**src/hdl/pcicfg_pkg.sv**
```systemverilog
// Shared types, constants and BAR mask helpers for the PCI type-0 configuration target.
// Used by pcicfg_regs, pcicfg_core and pci_type0_config_space_target_top; depends on nothing.
`timescale 1ns / 1ps

package pcicfg_pkg;

	// Number of implemented base address registers (1 to 6).
	localparam int NUM_BARS = 6;

	// Field widths of the configuration registers.
	localparam int CFG_IDX_W  = 3;
	localparam int CFG_DATA_W = 36;
	localparam int BAR_KIND_W = 2;
	localparam int BAR_EXP_W  = 6;
	localparam int MAX_BARS   = 6;

	// Configuration register indexes.
	localparam logic [CFG_IDX_W-1:0] CFG_VENDOR   = 3'd0;
	localparam logic [CFG_IDX_W-1:0] CFG_DEVICE   = 3'd1;
	localparam logic [CFG_IDX_W-1:0] CFG_CLASS    = 3'd2;
	localparam logic [CFG_IDX_W-1:0] CFG_HEADER   = 3'd3;
	localparam logic [CFG_IDX_W-1:0] CFG_STATUS   = 3'd4;
	localparam logic [CFG_IDX_W-1:0] CFG_IRQ_PIN  = 3'd5;
	localparam logic [CFG_IDX_W-1:0] CFG_BAR_KIND = 3'd6;
	localparam logic [CFG_IDX_W-1:0] CFG_BAR_EXP  = 3'd7;

	// Header dword indexes.
	localparam logic [3:0] REG_ID     = 4'd0;
	localparam logic [3:0] REG_CMD    = 4'd1;
	localparam logic [3:0] REG_CLASS  = 4'd2;
	localparam logic [3:0] REG_HEADER = 4'd3;
	localparam logic [3:0] REG_BAR0   = 4'd4;
	localparam logic [3:0] REG_BAR5   = 4'd9;
	localparam logic [3:0] REG_INTR   = 4'd15;

	// Access operations.
	localparam logic OP_READ  = 1'b0;
	localparam logic OP_WRITE = 1'b1;

	// BAR kind codes as programmed.
	localparam logic [BAR_KIND_W-1:0] KIND_UNUSED = 2'd0;
	localparam logic [BAR_KIND_W-1:0] KIND_IO     = 2'd1;
	localparam logic [BAR_KIND_W-1:0] KIND_MEM32  = 2'd2;
	localparam logic [BAR_KIND_W-1:0] KIND_MEM64  = 2'd3;

	// Masks and fixed bit patterns.
	localparam logic [31:0] ALL_ONES      = 32'hFFFF_FFFF;
	localparam logic [2:0]  CMD_MASK      = 3'h7;
	localparam logic [31:0] TYPE_IO       = 32'h0000_0001;
	localparam logic [31:0] TYPE_MEM64_LO = 32'h0000_0004;

	// Exponent limits per role.
	localparam logic [BAR_EXP_W-1:0] IO_EXP_MIN  = 6'd2;
	localparam logic [BAR_EXP_W-1:0] IO_EXP_MAX  = 6'd8;
	localparam logic [BAR_EXP_W-1:0] MEM_EXP_MIN = 6'd4;
	localparam logic [BAR_EXP_W-1:0] M32_EXP_MAX = 6'd31;
	localparam logic [BAR_EXP_W-1:0] HALF_EXP    = 6'd32;

	// Role a BAR plays once 64-bit pairs are resolved.
	typedef enum logic [2:0] {
		ROLE_NONE,
		ROLE_IO,
		ROLE_MEM32,
		ROLE_MEM64_LO,
		ROLE_MEM64_HI
	} bar_role_t;

	// Decoded configuration handed from the register block to the access logic.
	typedef struct packed {
		logic [15:0]                  vendor;
		logic [15:0]                  device;
		logic [31:0]                  class_code;
		logic [7:0]                   header;
		logic [15:0]                  status;
		logic [7:0]                   irq_pin;
		bar_role_t [NUM_BARS-1:0]     role;
		logic [NUM_BARS-1:0][31:0]    mask;
	} cfg_view_t;

	// Clamp an exponent into [lo, hi].
	function automatic logic [BAR_EXP_W-1:0] clamp_exp(
		input logic [BAR_EXP_W-1:0] e,
		input logic [BAR_EXP_W-1:0] lo,
		input logic [BAR_EXP_W-1:0] hi
	);
		logic [BAR_EXP_W-1:0] r;
		r = e;
		if (e < lo) begin
			r = lo;
		end else if (e > hi) begin
			r = hi;
		end
		return r;
	endfunction

	// Writable address bits of a BAR. The upper half of a 64-bit pair uses
	// the exponent of the BAR below it.
	function automatic logic [31:0] bar_mask(
		input bar_role_t            role,
		input logic [BAR_EXP_W-1:0] exp_own,
		input logic [BAR_EXP_W-1:0] exp_prev
	);
		logic [BAR_EXP_W-1:0] e;
		logic [31:0]          m;
		e = '0;
		m = '0;
		case (role)
			ROLE_IO: begin
				e = clamp_exp(exp_own, IO_EXP_MIN, IO_EXP_MAX);
				m = ALL_ONES << e[4:0];
			end
			ROLE_MEM32: begin
				e = clamp_exp(exp_own, MEM_EXP_MIN, M32_EXP_MAX);
				m = ALL_ONES << e[4:0];
			end
			ROLE_MEM64_LO: begin
				e = clamp_exp(exp_own, MEM_EXP_MIN, ALL_ONES[BAR_EXP_W-1:0]);
				m = (e >= HALF_EXP) ? '0 : (ALL_ONES << e[4:0]);
			end
			ROLE_MEM64_HI: begin
				// Above 32 the shift is e - 32, which is just the low five bits.
				e = clamp_exp(exp_prev, MEM_EXP_MIN, ALL_ONES[BAR_EXP_W-1:0]);
				m = (e <= HALF_EXP) ? ALL_ONES : (ALL_ONES << e[4:0]);
			end
			default: begin
				m = '0;
			end
		endcase
		return m;
	endfunction

endpackage

```
**src/hdl/pcicfg_regs.sv**
```systemverilog
// Configuration registers and BAR role and mask decode for the PCI type-0 target.
// Depends on pcicfg_pkg.
`timescale 1ns / 1ps

module pcicfg_regs (
	input  logic                                clk,
	input  logic                                arst_n,
	input  logic                                cfg_we,
	input  logic [pcicfg_pkg::CFG_IDX_W-1:0]    cfg_index,
	input  logic [pcicfg_pkg::CFG_DATA_W-1:0]   cfg_wdata,
	output pcicfg_pkg::cfg_view_t               view
);

	logic [15:0] vendor_q;
	logic [15:0] device_q;
	logic [31:0] class_code_q;
	logic [7:0]  header_q;
	logic [15:0] status_q;
	logic [7:0]  irq_pin_q;
	logic [pcicfg_pkg::MAX_BARS*pcicfg_pkg::BAR_KIND_W-1:0] bar_kinds_q;
	logic [pcicfg_pkg::MAX_BARS*pcicfg_pkg::BAR_EXP_W-1:0]  bar_exps_q;

	pcicfg_pkg::bar_role_t [pcicfg_pkg::NUM_BARS-1:0] role;

	// Register writes.
	always_ff @(posedge clk or negedge arst_n) begin
		if (!arst_n) begin
			vendor_q     <= '0;
			device_q     <= '0;
			class_code_q <= '0;
			header_q     <= '0;
			status_q     <= '0;
			irq_pin_q    <= '0;
			bar_kinds_q  <= '0;
			bar_exps_q   <= '0;
		end else if (cfg_we) begin
			unique case (cfg_index)
				pcicfg_pkg::CFG_VENDOR:   vendor_q     <= cfg_wdata[15:0];
				pcicfg_pkg::CFG_DEVICE:   device_q     <= cfg_wdata[15:0];
				pcicfg_pkg::CFG_CLASS:    class_code_q <= cfg_wdata[31:0];
				pcicfg_pkg::CFG_HEADER:   header_q     <= cfg_wdata[7:0];
				pcicfg_pkg::CFG_STATUS:   status_q     <= cfg_wdata[15:0];
				pcicfg_pkg::CFG_IRQ_PIN:  irq_pin_q    <= cfg_wdata[7:0];
				pcicfg_pkg::CFG_BAR_KIND: bar_kinds_q  <= cfg_wdata[11:0];
				pcicfg_pkg::CFG_BAR_EXP:  bar_exps_q   <= cfg_wdata[35:0];
				default: ;
			endcase
		end
	end

	// Resolve roles from the first BAR up: a 64-bit start claims the next BAR
	// as its upper half, and a 64-bit start on the last BAR is unused.
	always_comb begin
		logic prev_lo;
		logic [pcicfg_pkg::BAR_KIND_W-1:0] kind;
		prev_lo = 1'b0;
		kind    = '0;
		for (int i = 0; i < pcicfg_pkg::NUM_BARS; i++) begin
			kind = bar_kinds_q[i*pcicfg_pkg::BAR_KIND_W +: pcicfg_pkg::BAR_KIND_W];
			if (prev_lo) begin
				role[i] = pcicfg_pkg::ROLE_MEM64_HI;
			end else begin
				case (kind)
					pcicfg_pkg::KIND_IO:    role[i] = pcicfg_pkg::ROLE_IO;
					pcicfg_pkg::KIND_MEM32: role[i] = pcicfg_pkg::ROLE_MEM32;
					pcicfg_pkg::KIND_MEM64: role[i] = (i + 1 < pcicfg_pkg::NUM_BARS) ?
						pcicfg_pkg::ROLE_MEM64_LO : pcicfg_pkg::ROLE_NONE;
					default:                role[i] = pcicfg_pkg::ROLE_NONE;
				endcase
			end
			prev_lo = (role[i] == pcicfg_pkg::ROLE_MEM64_LO);
		end
	end

	// Collect the view, with one writable mask per BAR.
	always_comb begin
		view.vendor     = vendor_q;
		view.device     = device_q;
		view.class_code = class_code_q;
		view.header     = header_q;
		view.status     = status_q;
		view.irq_pin    = irq_pin_q;
		view.role       = role;
		for (int i = 0; i < pcicfg_pkg::NUM_BARS; i++) begin
			view.mask[i] = pcicfg_pkg::bar_mask(role[i],
				bar_exps_q[i*pcicfg_pkg::BAR_EXP_W +: pcicfg_pkg::BAR_EXP_W],
				bar_exps_q[((i > 0) ? i - 1 : 0)*pcicfg_pkg::BAR_EXP_W +:
					pcicfg_pkg::BAR_EXP_W]);
		end
	end

endmodule

```
**src/hdl/pcicfg_core.sv**
```systemverilog
// Writable header state and the read multiplexer of the PCI type-0 target.
// Depends on pcicfg_pkg; takes the decoded configuration from pcicfg_regs.
`timescale 1ns / 1ps

module pcicfg_core (
	input  logic                  clk,
	input  logic                  arst_n,
	input  pcicfg_pkg::cfg_view_t view,
	input  logic                  fire,
	input  logic                  op,
	input  logic [3:0]            idx,
	input  logic [31:0]           wdata,
	output logic [31:0]           rdata
);

	logic [31:0] bar_words_q [pcicfg_pkg::NUM_BARS];
	logic [2:0]  command_q;
	logic [7:0]  intr_line_q;
	logic [7:0]  cache_line_q;
	logic [7:0]  latency_q;

	logic        is_write;
	logic        bar_range;
	logic [3:0]  bar_n;
	logic [pcicfg_pkg::NUM_BARS-1:0] bar_hit;
	logic [31:0] bar_rd;
	logic [31:0] reg_rd;

	assign is_write  = (op == pcicfg_pkg::OP_WRITE);
	assign bar_range = (idx >= pcicfg_pkg::REG_BAR0) && (idx <= pcicfg_pkg::REG_BAR5);
	assign bar_n     = idx - pcicfg_pkg::REG_BAR0;

	// Select the addressed BAR and form its read value; unused BARs read zero.
	always_comb begin
		bar_rd = '0;
		for (int i = 0; i < pcicfg_pkg::NUM_BARS; i++) begin
			bar_hit[i] = bar_range && (bar_n == 4'(i)) &&
				(view.role[i] != pcicfg_pkg::ROLE_NONE);
			if (bar_hit[i]) begin
				bar_rd = bar_words_q[i] & view.mask[i];
				if (view.role[i] == pcicfg_pkg::ROLE_IO) begin
					bar_rd = bar_rd | pcicfg_pkg::TYPE_IO;
				end else if (view.role[i] == pcicfg_pkg::ROLE_MEM64_LO) begin
					bar_rd = bar_rd | pcicfg_pkg::TYPE_MEM64_LO;
				end
			end
		end
	end

	// Fixed and writable header registers.
	always_comb begin
		unique case (idx)
			pcicfg_pkg::REG_ID:     reg_rd = {view.device, view.vendor};
			pcicfg_pkg::REG_CMD:    reg_rd = {view.status, 13'd0, command_q};
			pcicfg_pkg::REG_CLASS:  reg_rd = view.class_code;
			pcicfg_pkg::REG_HEADER: reg_rd = {8'd0, view.header, latency_q, cache_line_q};
			pcicfg_pkg::REG_INTR:   reg_rd = {16'd0, view.irq_pin, intr_line_q};
			default:                reg_rd = '0;
		endcase
	end

	// Writes return zero.
	assign rdata = is_write ? '0 : (bar_range ? bar_rd : reg_rd);

	// BAR words keep only the address bits above the decoded size.
	always_ff @(posedge clk or negedge arst_n) begin
		if (!arst_n) begin
			for (int i = 0; i < pcicfg_pkg::NUM_BARS; i++) begin
				bar_words_q[i] <= '0;
			end
		end else if (fire && is_write) begin
			for (int i = 0; i < pcicfg_pkg::NUM_BARS; i++) begin
				if (bar_hit[i]) begin
					bar_words_q[i] <= wdata & view.mask[i];
				end
			end
		end
	end

	// Command, cache line, latency timer and interrupt line.
	always_ff @(posedge clk or negedge arst_n) begin
		if (!arst_n) begin
			command_q    <= '0;
			intr_line_q  <= '0;
			cache_line_q <= '0;
			latency_q    <= '0;
		end else if (fire && is_write) begin
			unique case (idx)
				pcicfg_pkg::REG_CMD:    command_q <= wdata[2:0] & pcicfg_pkg::CMD_MASK;
				pcicfg_pkg::REG_HEADER: begin
					cache_line_q <= wdata[7:0];
					latency_q    <= wdata[15:8];
				end
				pcicfg_pkg::REG_INTR:   intr_line_q <= wdata[7:0];
				default: ;
			endcase
		end
	end

endmodule

```
**src/hdl/pci_type0_config_space_target_top.sv**
```systemverilog
// Top level of the PCI type-0 configuration header target: stream handshake and pipeline.
// Depends on pcicfg_pkg, pcicfg_regs and pcicfg_core.
`timescale 1ns / 1ps

// Configuration target for one PCI function. Each input word is one dword read or
// write of the type-0 header at dword index 0 to 15, and each gives exactly one
// output word with the read data (zero for a write). An access is registered on
// entry in the input register, then decoded and applied as its result is written to
// the output register, from which it is offered. One access is accepted every
// cycle while the output side keeps taking words. The ID, class, header type,
// status, interrupt pin and BAR kinds and sizes come from the configuration port,
// which should be written only while no access is in flight.

module pci_type0_config_space_target_top (
	input  logic                                clk,
	input  logic                                arst_n,
	// Access input.
	input  logic                                s_axis_tvalid,
	output logic                                s_axis_tready,
	input  logic [39:0]                         s_axis_tdata,  // register_index[3:0], write_data[35:4], zero pad
	input  logic                                s_axis_tuser,  // operation[0]: 0 read, 1 write
	// Read data output.
	output logic                                m_axis_tvalid,
	input  logic                                m_axis_tready,
	output logic [31:0]                         m_axis_tdata,  // read_data[31:0]
	// Configuration write port.
	input  logic                                cfg_we,
	input  logic [pcicfg_pkg::CFG_IDX_W-1:0]    cfg_index,
	input  logic [pcicfg_pkg::CFG_DATA_W-1:0]   cfg_wdata
);

	pcicfg_pkg::cfg_view_t view;

	logic        valid_s1;
	logic        op_s1;
	logic [3:0]  idx_s1;
	logic [31:0] wdata_s1;
	logic        advance_s1;
	logic        out_valid_q;
	logic [31:0] out_data_q;
	logic [31:0] rdata;

	// Stage one moves on when the output register is empty or being emptied.
	assign advance_s1    = valid_s1 && (!out_valid_q || m_axis_tready);
	assign s_axis_tready = !valid_s1 || advance_s1;
	assign m_axis_tvalid = out_valid_q;
	assign m_axis_tdata  = out_data_q;

	pcicfg_regs u_regs (
		.clk       (clk),
		.arst_n    (arst_n),
		.cfg_we    (cfg_we),
		.cfg_index (cfg_index),
		.cfg_wdata (cfg_wdata),
		.view      (view)
	);

	pcicfg_core u_core (
		.clk    (clk),
		.arst_n (arst_n),
		.view   (view),
		.fire   (advance_s1),
		.op     (op_s1),
		.idx    (idx_s1),
		.wdata  (wdata_s1),
		.rdata  (rdata)
	);

	// Input register control.
	always_ff @(posedge clk or negedge arst_n) begin
		if (!arst_n) begin
			valid_s1 <= 1'b0;
		end else if (s_axis_tready) begin
			valid_s1 <= s_axis_tvalid;
		end
	end

	// Input register payload.
	always_ff @(posedge clk) begin
		if (s_axis_tvalid && s_axis_tready) begin
			op_s1    <= s_axis_tuser;
			idx_s1   <= s_axis_tdata[3:0];
			wdata_s1 <= s_axis_tdata[35:4];
		end
	end

	// Result register control.
	always_ff @(posedge clk or negedge arst_n) begin
		if (!arst_n) begin
			out_valid_q <= 1'b0;
		end else if (advance_s1) begin
			out_valid_q <= 1'b1;
		end else if (m_axis_tready) begin
			out_valid_q <= 1'b0;
		end
	end

	// Result register payload.
	always_ff @(posedge clk) begin
		if (advance_s1) begin
			out_data_q <= rdata;
		end
	end

endmodule
```
**config.mk**
```make
export PLATFORM = sky130hd
export DESIGN_NAME = pci_type0_config_space_target_top
export DESIGN_NICKNAME = d
export VERILOG_FILES = /design/src/hdl/pcicfg_pkg.sv /design/src/hdl/pcicfg_regs.sv /design/src/hdl/pcicfg_core.sv /design/src/hdl/pci_type0_config_space_target_top.sv
export SDC_FILE = /design/constraint.sdc
export NUM_CORES = 1
export LEC_CHECK = 0
export BUFFER_PORTS_ARGS = -buffer_cell sky130_fd_sc_hd__buf_2
export CAP_MARGIN = 20
export CORE_UTILIZATION = 25
export CTS_CLUSTER_DIAMETER = 50
export DETAILED_ROUTE_END_ITERATION = 12
export GPL_ROUTABILITY_DRIVEN = 0
export PLACE_DENSITY = 0.5
export SYNTH_ARGS = -nofsm -noshare
export SYNTH_HDL_FRONTEND = slang
export SYNTH_SLANG_ARGS = --single-unit
```
**constraint.sdc**
```tcl
create_clock -name clk -period 5.6 [get_ports clk]
set_input_delay 0 -clock clk [delete_from_list [all_inputs] [get_ports clk]]
set_output_delay 0 -clock clk [all_outputs]
set_load 0.01 [all_outputs]
```
Word level (Yosys, flattened, before mapping)
Index checks and enable logic that the tools add are counted.

cells by class
  add/sub/neg operators = 1
  order comparisons = 44
  equality and inequality tests = 57
  shift-type cells = 24
  mux-type cells = 111
  bitwise operators = 12
  reductions and logical operators = 47

operators by type and width
  operator                 count
  $pmux W32 S4             6
  $shl A32 B5 Y32 const A  24
  $mux W32                 19
  $and A32 B32 Y32         12
  $mux W5                  36
  $pmux W32 S5             1
  $mux W6                  24
  $mux W3                  17
  $eq A3 B2 Y1 const B     12
  $ge A6 B6 Y1 const B     6
  $gt A6 B4 Y1 const B     6
  $gt A6 B5 Y1 const B     6
  $gt A6 B6 Y1 const B     6
  $le A6 B6 Y1 const B     6
  $lt A6 B2 Y1 const B     6
  $lt A6 B3 Y1 const B     6
  $reduce_and A2 Y1        17
  $pmux W2 S3              5
  $eq A3 B3 Y1 const B     9
  $eq A2 B2 Y1 const B     13
  $eq A3 B1 Y1 const B     6
  $reduce_bool A3 Y1       6
  $eq A4 B2 Y1 const B     4
  $logic_and A1 B1 Y1      16
  15 further kinds         27

storage, ports and cells
  flip-flop bits (word level) = 434
  bits of input ports = 85
  output and inout port bits = 34

Logic depth before layout (Yosys ltp)
Gate-level depths: netlist of run 1.

  depth after elaboration = 22
  mapped depth = 13
  gate-level depth less buffers = 9

Hierarchy
A second synthesis of run 1 with hierarchy kept.

unflattened totals
  cells, all modules = 2,901
  area, all modules = 25,353.1 um2

modules (own cells, without submodules)
  module                             times used  cells an instance  area an instance (um2)  seq. area each (um2)
  pcicfg_regs                        1           1,432              11,654.9                3,603.5
  pcicfg_core                        1           1,392              11,522.3                5,480.3
  pci_type0_config_space_target_top  1           77                 2,175.8                 2,122.0

Least setup slack after synthesis of run 1
No wires, ideal clock.

  path type = reg2reg
  start point = register u_regs.bar_kinds_q[0] (netlist name)
  end point = register out_data_q[16] (netlist: m_axis_tdata[16]) (data pin)
  setup time = 272 ps
  arrival = 2,523 ps
  data required time = 5,328 ps
  path slack = 2,805 ps
  stages on the path, launching flop included = 11
  buffers on the path = 2
  cells stage by stage = dfrtp_1 -> ha_1 -> buf_6 -> and3b_1 -> buf_6 -> a2bb2oi_1 -> mux2_2 -> a222oi_1 -> o221ai_1 -> a31oi_1 -> a31oi_1

on the way
  longest elaborated chain between the ends = 17
  elaborated cells on any way between the ends = 64

RTL lines
  what                                          line                                      text
  start: declaration                            pcicfg_regs.sv:20                         logic [pcicfg_pkg::MAX_BARS*pcicfg_pkg::BAR_KIND_W-1:0] bar_kinds_q;
  start signal: assignment                      pcicfg_regs.sv:44                         pcicfg_pkg::CFG_BAR_KIND: bar_kinds_q <= cfg_wdata[11:0];
  $eq A2 B2 Y1 or $eq A2 B1 Y1 (tied branches)  pcicfg_regs.sv:63                         case (kind)
  $pmux W2 S3 *                                 pcicfg_regs.sv:63
  $eq A2 B2 Y1                                  pcicfg_pkg.sv:107, pcicfg_regs.sv:71
  $mux W3                                       pcicfg_regs.sv:60                         if (prev_lo) begin
  $eq A3 B2 Y1                                  pcicfg_pkg.sv:107, pcicfg_regs.sv:71
  $mux W3                                       pcicfg_regs.sv:60
  $eq A3 B2 Y1                                  pcicfg_pkg.sv:107, pcicfg_regs.sv:71
  $mux W3                                       pcicfg_regs.sv:60
  $eq A3 B2 Y1                                  pcicfg_pkg.sv:107, pcicfg_regs.sv:71
  $mux W3                                       pcicfg_regs.sv:60
  $eq A3 B2 Y1                                  pcicfg_pkg.sv:107, pcicfg_regs.sv:71
  $mux W3                                       pcicfg_regs.sv:60
  $eq A3 B3 Y1 (tied with other cells)          pcicfg_pkg.sv:107                         case (role)
  $pmux W32 S4                                  pcicfg_pkg.sv:107
  $and A32 B32 Y32                              pcicfg_core.sv:40                         bar_rd = bar_words_q[i] & view.mask[i];
  $mux W32 *                                    pcicfg_core.sv:39                         if (bar_hit[i]) begin
  $mux W32 *                                    pcicfg_core.sv:63                         assign rdata = is_write ? '0 : (bar_range ? bar_rd : reg_rd);
  end signal: assignment                        pci_type0_config_space_target_top.sv:101  out_data_q <= rdata;
  end: declaration                              pci_type0_config_space_target_top.sv:40   logic [31:0] out_data_q;

Every way passes the cells marked *; elsewhere a longest branch is shown, timed or not.
A chain may end at the register's enable or synchronous reset.

Worst setup path after layout of run 1
  start point = register u_regs.bar_kinds_q[3] (netlist name)
  end point = register out_data_q[16] (netlist: m_axis_tdata[16]) (data pin)

on the way
  longest elaborated chain between the ends = 16
  elaborated cells on any way between the ends = 55

RTL lines
  what                                          line
  $eq A2 B2 Y1 or $eq A2 B1 Y1 (tied branches)  pcicfg_regs.sv:63
  $pmux W2 S3 *                                 pcicfg_regs.sv:63
  $mux W3 *                                     pcicfg_regs.sv:60
  $eq A3 B2 Y1                                  pcicfg_pkg.sv:107, pcicfg_regs.sv:71
  $mux W3                                       pcicfg_regs.sv:60
  $eq A3 B2 Y1                                  pcicfg_pkg.sv:107, pcicfg_regs.sv:71
  $mux W3                                       pcicfg_regs.sv:60
  $eq A3 B2 Y1                                  pcicfg_pkg.sv:107, pcicfg_regs.sv:71
  $mux W3                                       pcicfg_regs.sv:60
  $eq A3 B2 Y1                                  pcicfg_pkg.sv:107, pcicfg_regs.sv:71
  $mux W3                                       pcicfg_regs.sv:60
  $eq A3 B3 Y1 (tied with other cells)          pcicfg_pkg.sv:107
  $pmux W32 S4                                  pcicfg_pkg.sv:107
  $and A32 B32 Y32                              pcicfg_core.sv:40
  $mux W32 *                                    pcicfg_core.sv:39
  $mux W32 *                                    pcicfg_core.sv:63

Marks and branches as above.

==> results.yml, run 1 <==
layout:
  layout.nets: 3062
  syn_to_final_growth_pct: 19.0
  drive_gt1_frac: 0.180
  final_cells: 4393
worst_setup_path:
  regToRegStartpoint: "u_regs.bar_kinds_q[3]"
  critPathCaptureType: "flip-flop"
  crit_type: "flip-flop to flip-flop"
  cp_max_fo: 20
  required_ps: 6080
  startpoint: "u_regs.bar_kinds_q[3]"
  r2r_end: "m_axis_tdata[16]"
  startpoint_type: "flip-flop"
  r2r_cells: 8
  crit_arrival_ps: 4860
  r2r_setup_slack_ps: 1220
route:
  postRouteAntennaNets: 0
  num_vias: 25300
  detail_route.wl_per_cell_um: 27.5
  drt-initial-drc-count: 3632
  drc_errors: 2
  vias_per_cell: 5.76
  firstDrtPassIters: 10
  finalWirelength_um: 121000
global_route:
  grt_pass1_wl_um: 173000
  antenna_found_initial: 1
  grt_util_met1: 0.312
  grt_max_degree: 147
  gr-usage-met2: 0.339
  grt_util_all_layers: 0.228
  grt_pass1_vias: 23600
  grt_overflow: 0
  met3_usage: 0.0517
  busiest_layer: "met2"
clock_network:
  clock_sinks: 432
  cts_tree: "yes"
  clock_latency_ps: 680
  htree_num_levels: 2
  clockRootBuffer: "clkbuf_16"
  cts_resized: 0
  post-cts-setup-buffers: 0
  cts_buffers: 58
  cts.path.max_buffers: 3
  clk_pin_slew_worst_paths_ps: 60
  cts_hold_buffers: 79
die:
  fp.coreArea_um2: 102000
  rows: 117
  io-pin-count: 119
  die_h_um: 322
  die_w_um: 322
  fp.dieArea_um2: 104000
  start_util: 0.252
worst_hold_path:
  hp-start: "s_axis_tdata[0]"
  hold-path-cell-count: 2
  hold_end: "idx_s1[0]"
  hp-class: "input pin to flip-flop"
timing:
  max_freq_ghz: 0.228
  rsz0062_at_grt: "no"
  timing.final.crit_share: 0.782
  finalHoldViolations: 0
  fin_setup_tns_ps: 0
  maxSlewHeadroom: 0.230
  setup_ws_ps: 1220
  period_needed_ps: 4380
  final-max-slew-violation-count: 0
  setup_viol: 0
  skew_ps: 45.7
  tightestPinTransition_ps: 1140
yosys:
  async_reset_ff_frac: 0.840
  ys_seq_elements: 432
  synth_edf_count: 69
  synth_flop_cell: "dfrtp_1"
  yosys.cell_types.count: 102
  synth-seq-area-share: 0.435
  syn_inst: 2871
  avgSynthCellArea_um2: 8.94
  synth_nets: 2960
  syn_area_um2: 25700
  ys_warn_count: 0
placed_design:
  hpwl_um: 89800
  dp_cells: 4202
  io_buffers: 114
  place_ws_ps: 1410
power_and_ir_drop:
  powerDensity_nw_per_um2: 410
  peakVddDrop_mv: 0.221
  cellLeakagePower_nw: 12.3
job:
  drv_cap: 0
outcome:
  outcome: "finished with violations"
  violations: "DRC"
==> report_power, final <==
| part | internal (W) | switching (W) |
|---|---|---|
| registers | 0.00370 | 0.000523 |
| logic | 0.00137 | 0.00307 |
| clock network | 0.00223 | 0.00162 |
| total | 0.00730 | 0.00521 |
==> final cells by class <==
type	count	area, um^2
antenna	3	7.51
sequential	432	11200
fill	10800	71200
clock inverter	41	479
tap	1368	1710
multi-input combinational	2172	13500
timing repair buffer	273	2010
inverter	36	135
clock buffer	68	1500
==> through the flow <==
stage	util	total power (W)	area [um^2]	hold slack (ps)
after floorplan	-	0.00677	25700	-296
after global placement	0.273	0.00845	27800	-68.4
after detailed placement	0.273	0.00846	27800	-71.9
after CTS	0.300	0.0124	30500	9.58
after global routing	0.300	0.0130	30500	22.7
final	0.300	0.0125	30500	24.5
==> per-layer routing <==
metal  vias up  part of all wire
met5         -                 0
met4         0             0.053
met3       276              0.10
met2      1498              0.43
met1     12500              0.42
li1      11000                 -
==> critical path: stages (launching register included) <==
cell and delay (ps):
dfrtp_1 840, nand3b_4 420, a22oi_2 760, buf_4 340
and3_1 280, nand2_1 120, o311ai_0 950, nand3_1 180
a31oi_1 260
==> state kept, by name, summed over array words and instances, names as in the netlist <==
name and cells:
op_s1 1, idx_s1 4, u_core.intr_line_q 8, u_regs.irq_pin_q 8, u_regs.status_q 16, m_axis_tvalid 1
wdata_s1 32, u_regs.bar_kinds_q 12, u_regs.device_q 16, u_regs.class_code_q 32, m_axis_tdata 32, u_core.latency_q 8
u_core.command_q 3, u_core.cache_line_q 8, u_regs.vendor_q 16, u_regs.bar_exps_q 36, u_regs.header_q 8, valid_s1 1
u_core.bar_words_q 190
==> cell usage in the layout, fill, tap and decap left out, drive strengths merged, types with 17 or more instances in the layout <==
master / netlist / routed
and3: 28 / 28
a311oi: 19 / 19
inv: 35 / 45
dlygate4sd3: 0 / 78
nand4: 22 / 22
o211ai: 42 / 42
nand3: 193 / 193
nor3: 50 / 50
a31oi: 67 / 67
a22oi: 61 / 61
a21o: 17 / 17
nand2: 515 / 515
edfxtp: 69 / 69
nor2: 116 / 116
clkinv: 1 / 23
a211oi: 17 / 17
mux2: 168 / 168
o31ai: 33 / 33
nand2b: 26 / 26
and2: 35 / 35
o21a: 17 / 17
or2: 17 / 17
o22ai: 25 / 25
a22o: 20 / 20
o2111ai: 22 / 22
clkbuf: 173 / 68
a21oi: 106 / 106
dfrtp: 363 / 363
o21ai: 235 / 235
buf: 58 / 195
o221ai: 31 / 31
==> logic make-up (layout without fill, tap and decap cells) <==
group / count (synthesis) / after routing / synth area share
AND/OR/NAND/NOR: 1108 / 1108 / 0.205
multiplexers: 174 / 174 / 0.0762
adder cells (fa/ha/maj): 4 / 4 / 0.00195
AO/OA/AOI/OAI: 881 / 881 / 0.238
other: 0 / 3 / 0
XOR/XNOR: 5 / 5 / 0.00171
buffers and inverters: 267 / 418 / 0.0426
flip-flops: 432 / 432 / 0.435
==> synth_stat cells (17+ instances only) <==
cell	number	area share
nand2_1	512	0.075
dfrtp_1	363	0.35
o21ai_0	227	0.044
nand3_1	193	0.038
clkbuf_1	173	0.025
mux2_2	168	0.074
nor2_1	113	0.017
a21oi_1	105	0.020
edfxtp_1	69	0.081
a31oi_1	66	0.016
a22oi_1	60	0.018
nor3_1	46	0.0090
buf_2	41	0.0080
o211ai_1	41	0.012
inv_1	35	0.0051
and2_1	33	0.0080
o31ai_1	33	0.0096
o221ai_1	31	0.011
and3_1	28	0.0068
nand2b_1	26	0.0063
o22ai_1	25	0.0061
nand4_1	22	0.0054
o2111ai_1	21	0.0072
a22o_1	20	0.0068
a311oi_1	18	0.0061
a211oi_1	17	0.0050
a21o_1	17	0.0050
o21a_1	17	0.0050
==> how the worst max path moves through the flow <==
stage	to	slack, ps
2_1_floorplan	m_axis_tdata[16]	2810
3_3_place_gp	m_axis_tdata[16]	1500
3_5_place_dp	m_axis_tdata[16]	1410
4_1_cts	m_axis_tdata[16]	1380
5_1_grt	m_axis_tdata[16]	1110
6_report	m_axis_tdata[16]	1220
Power figures use the tool's default switching activity.
==> inputs of run 2 (changes only) <==
- clock period: 5.6 -> 4.2 ns (I/O delays scaled with it)
==> run 2 against run 1 <==
Against the previous run:
- the run still ends with DRC left
- sequential cell count unchanged
- register-to-register slack got worse by 1000 ps
- combinational power increased by 36%
- design area increased by 2.5%
- critical path type unchanged
- highest routed layer is now met5
==> results.yml, run 2 (same netlist as run 1, synthesis figures left out) <==
outcome:
  outcome: "finished with violations"
  violations: "DRC"
die:
  start_util: 0.252
  io-pin-count: 119
  fp.coreArea_um2: 102000
  die_w_um: 322
  rows: 117
  fp.dieArea_um2: 104000
  die_h_um: 322
route:
  postRouteAntennaNets: 0
  drc_errors: 2
  vias_per_cell: 5.78
  drt-initial-drc-count: 3561
  finalWirelength_um: 125000
  firstDrtPassIters: 12
  num_vias: 25700
  detail_route.wl_per_cell_um: 28.2
power_and_ir_drop:
  p_sw_frac: 0.408
  p_switching_w: 0.00722
  comb_power_share: 0.341
  peakVddDrop_mv: 0.325
  cellLeakagePower_nw: 12.7
  p_int_w: 0.0105
  clkPwrFrac: 0.335
  p_seq_frac: 0.325
  powerDensity_nw_per_um2: 565
layout:
  top_regs: "u_core.bar_words_q x190, u_regs.bar_exps_q x36"
  layout_commonest_cell: "nand2_1"
  layout.nets: 3114
  syn_to_final_growth_pct: 21.9
  layout_common_cells: "nand2_1 (510), dfrtp_1 (363), o21ai_0 (227)"
  final_cells: 4445
  final_area_um2: 31300
  largest_register: "u_core.bar_words_q"
  drive_gt1_frac: 0.195
  largest_reg_flops: 190
worst_setup_path:
  cp_max_fo: 21
  required_ps: 4550
  crit_arrival_ps: 4330
  critPathCaptureType: "flip-flop"
  startpoint_type: "flip-flop"
  crit_type: "flip-flop to flip-flop"
clock_network:
  cts.path.max_buffers: 3
  cts_resized: 0
  cts_hold_buffers: 77
  htree_num_levels: 3
  clock_sinks: 432
  post-cts-setup-buffers: 0
  clockRootBuffer: "clkbuf_16"
  clock_latency_ps: 640
  cts_tree: "yes"
  cts_buffers: 66
  clk_pin_slew_worst_paths_ps: 60
timing:
  final-max-slew-violation-count: 0
  finalHoldViolations: 0
  period_needed_ps: 3980
  timing.final.crit_share: 0.948
  tightestPinTransition_ps: 1090
  fin_setup_tns_ps: 0
  rsz0062_at_grt: "no"
  maxSlewHeadroom: 0.273
  setup_viol: 0
  skew_ps: 27.6
  max_freq_ghz: 0.251
placed_design:
  placed_cell_area_um2: 28200
  io_buffers: 114
  hpwl_um: 93100
  dp_cells: 4248
worst_hold_path:
  hp-class: "input pin to async pin"
job:
  drv_cap: 0
global_route:
  grt_pass1_wl_um: 178000
  grt_max_degree: 108
  grt_pass1_vias: 24000
  grt_util_all_layers: 0.236
  grt_overflow: 0
  antenna_found_initial: 7
-- run 2: changes by cell type in the layout (fill, tap and decap cells not counted), sizes merged --
cell           delta
clkinv            -6
inv               -1
clkbuf           +14
bufinv            +2
buf              +44
diode             -2
clkinvlp          +1
dlygate4sd3       -1
clkdlybuf4s18     +1
-- run 2: worst paths after layout --
| path | start | endpoint | slack, ps | cells after the start |
|---|---|---|---|---|
| min in group clk | s_axis_tdata[13] | wdata_s1[9] | 80 | 2 |
| max in group asynchronous | arst_n | u_regs.status_q[4] | 3060 | 3 |
| min reg2reg | u_core.bar_words_q[155] | u_core.bar_words_q[155] | 460 | 2 |
| max reg2reg | u_regs.bar_exps_q[2] | m_axis_tdata[18] | 220 | 9 |
| min | arst_n | u_core.bar_words_q[173] | 0.2 | 2 |
| max | u_regs.bar_exps_q[2] | m_axis_tdata[18] | 220 | 9 |
-- run 2: power groups by stage --
stage	clock network, W	logic, W	registers (W)
2_1_floorplan	0	0.00374	0.00529
3_3_place_gp	0	0.00568	0.00575
3_5_place_dp	0	0.00571	0.00577
4_1_cts	0.00600	0.00579	0.00570
5_1_grt	0.00618	0.00634	0.00581
6_report	0.00592	0.00603	0.00574
-- run 2: stage by stage --
step | worst slack, ps | hold WS [ps] | power [W] | utilization
after detailed placement | 477 | 99.3 | 0.0115 | 0.277
after global routing | 168 | 75.5 | 0.0183 | 0.308
after floorplan | 1410 | -296 | 0.00903 | -
final | 219 | 0.154 | 0.0177 | 0.308
after global placement | 394 | 98.8 | 0.0114 | 0.277
after CTS | 460 | 41.4 | 0.0175 | 0.308
-- run 2: worst max-delay path, cell delays in order, from the launching register on --
cell,delay [ps]
dfrtp_1,810
nor2_1,310
a21boi_0,600
o21ai_0,230
o311ai_0,870
buf_4,240
o21ai_0,110
a311oi_1,240
buf_4,180
o22ai_1,90
-- run 2: metal layers --
layer	GRT usage	wire, um	vias to the layer above
li1	-	-	11100
met1	0.328	52800	12900
met2	0.357	54600	1440
met3	0.0411	12000	242
met4	0.103	5810	2
met5	0	18	-
-- run 2: cell type report --
type,count,area [um^2]
Antenna cell,1,2.50
Clock buffer,82,1780
Clock inverter,37,573
Fill cell,10700,70400
Inverter,36,135
Multi-Input combinational cell,2172,13500
Sequential cell,432,11200
Tap cell,1368,1710
Timing Repair Buffer,317,2390
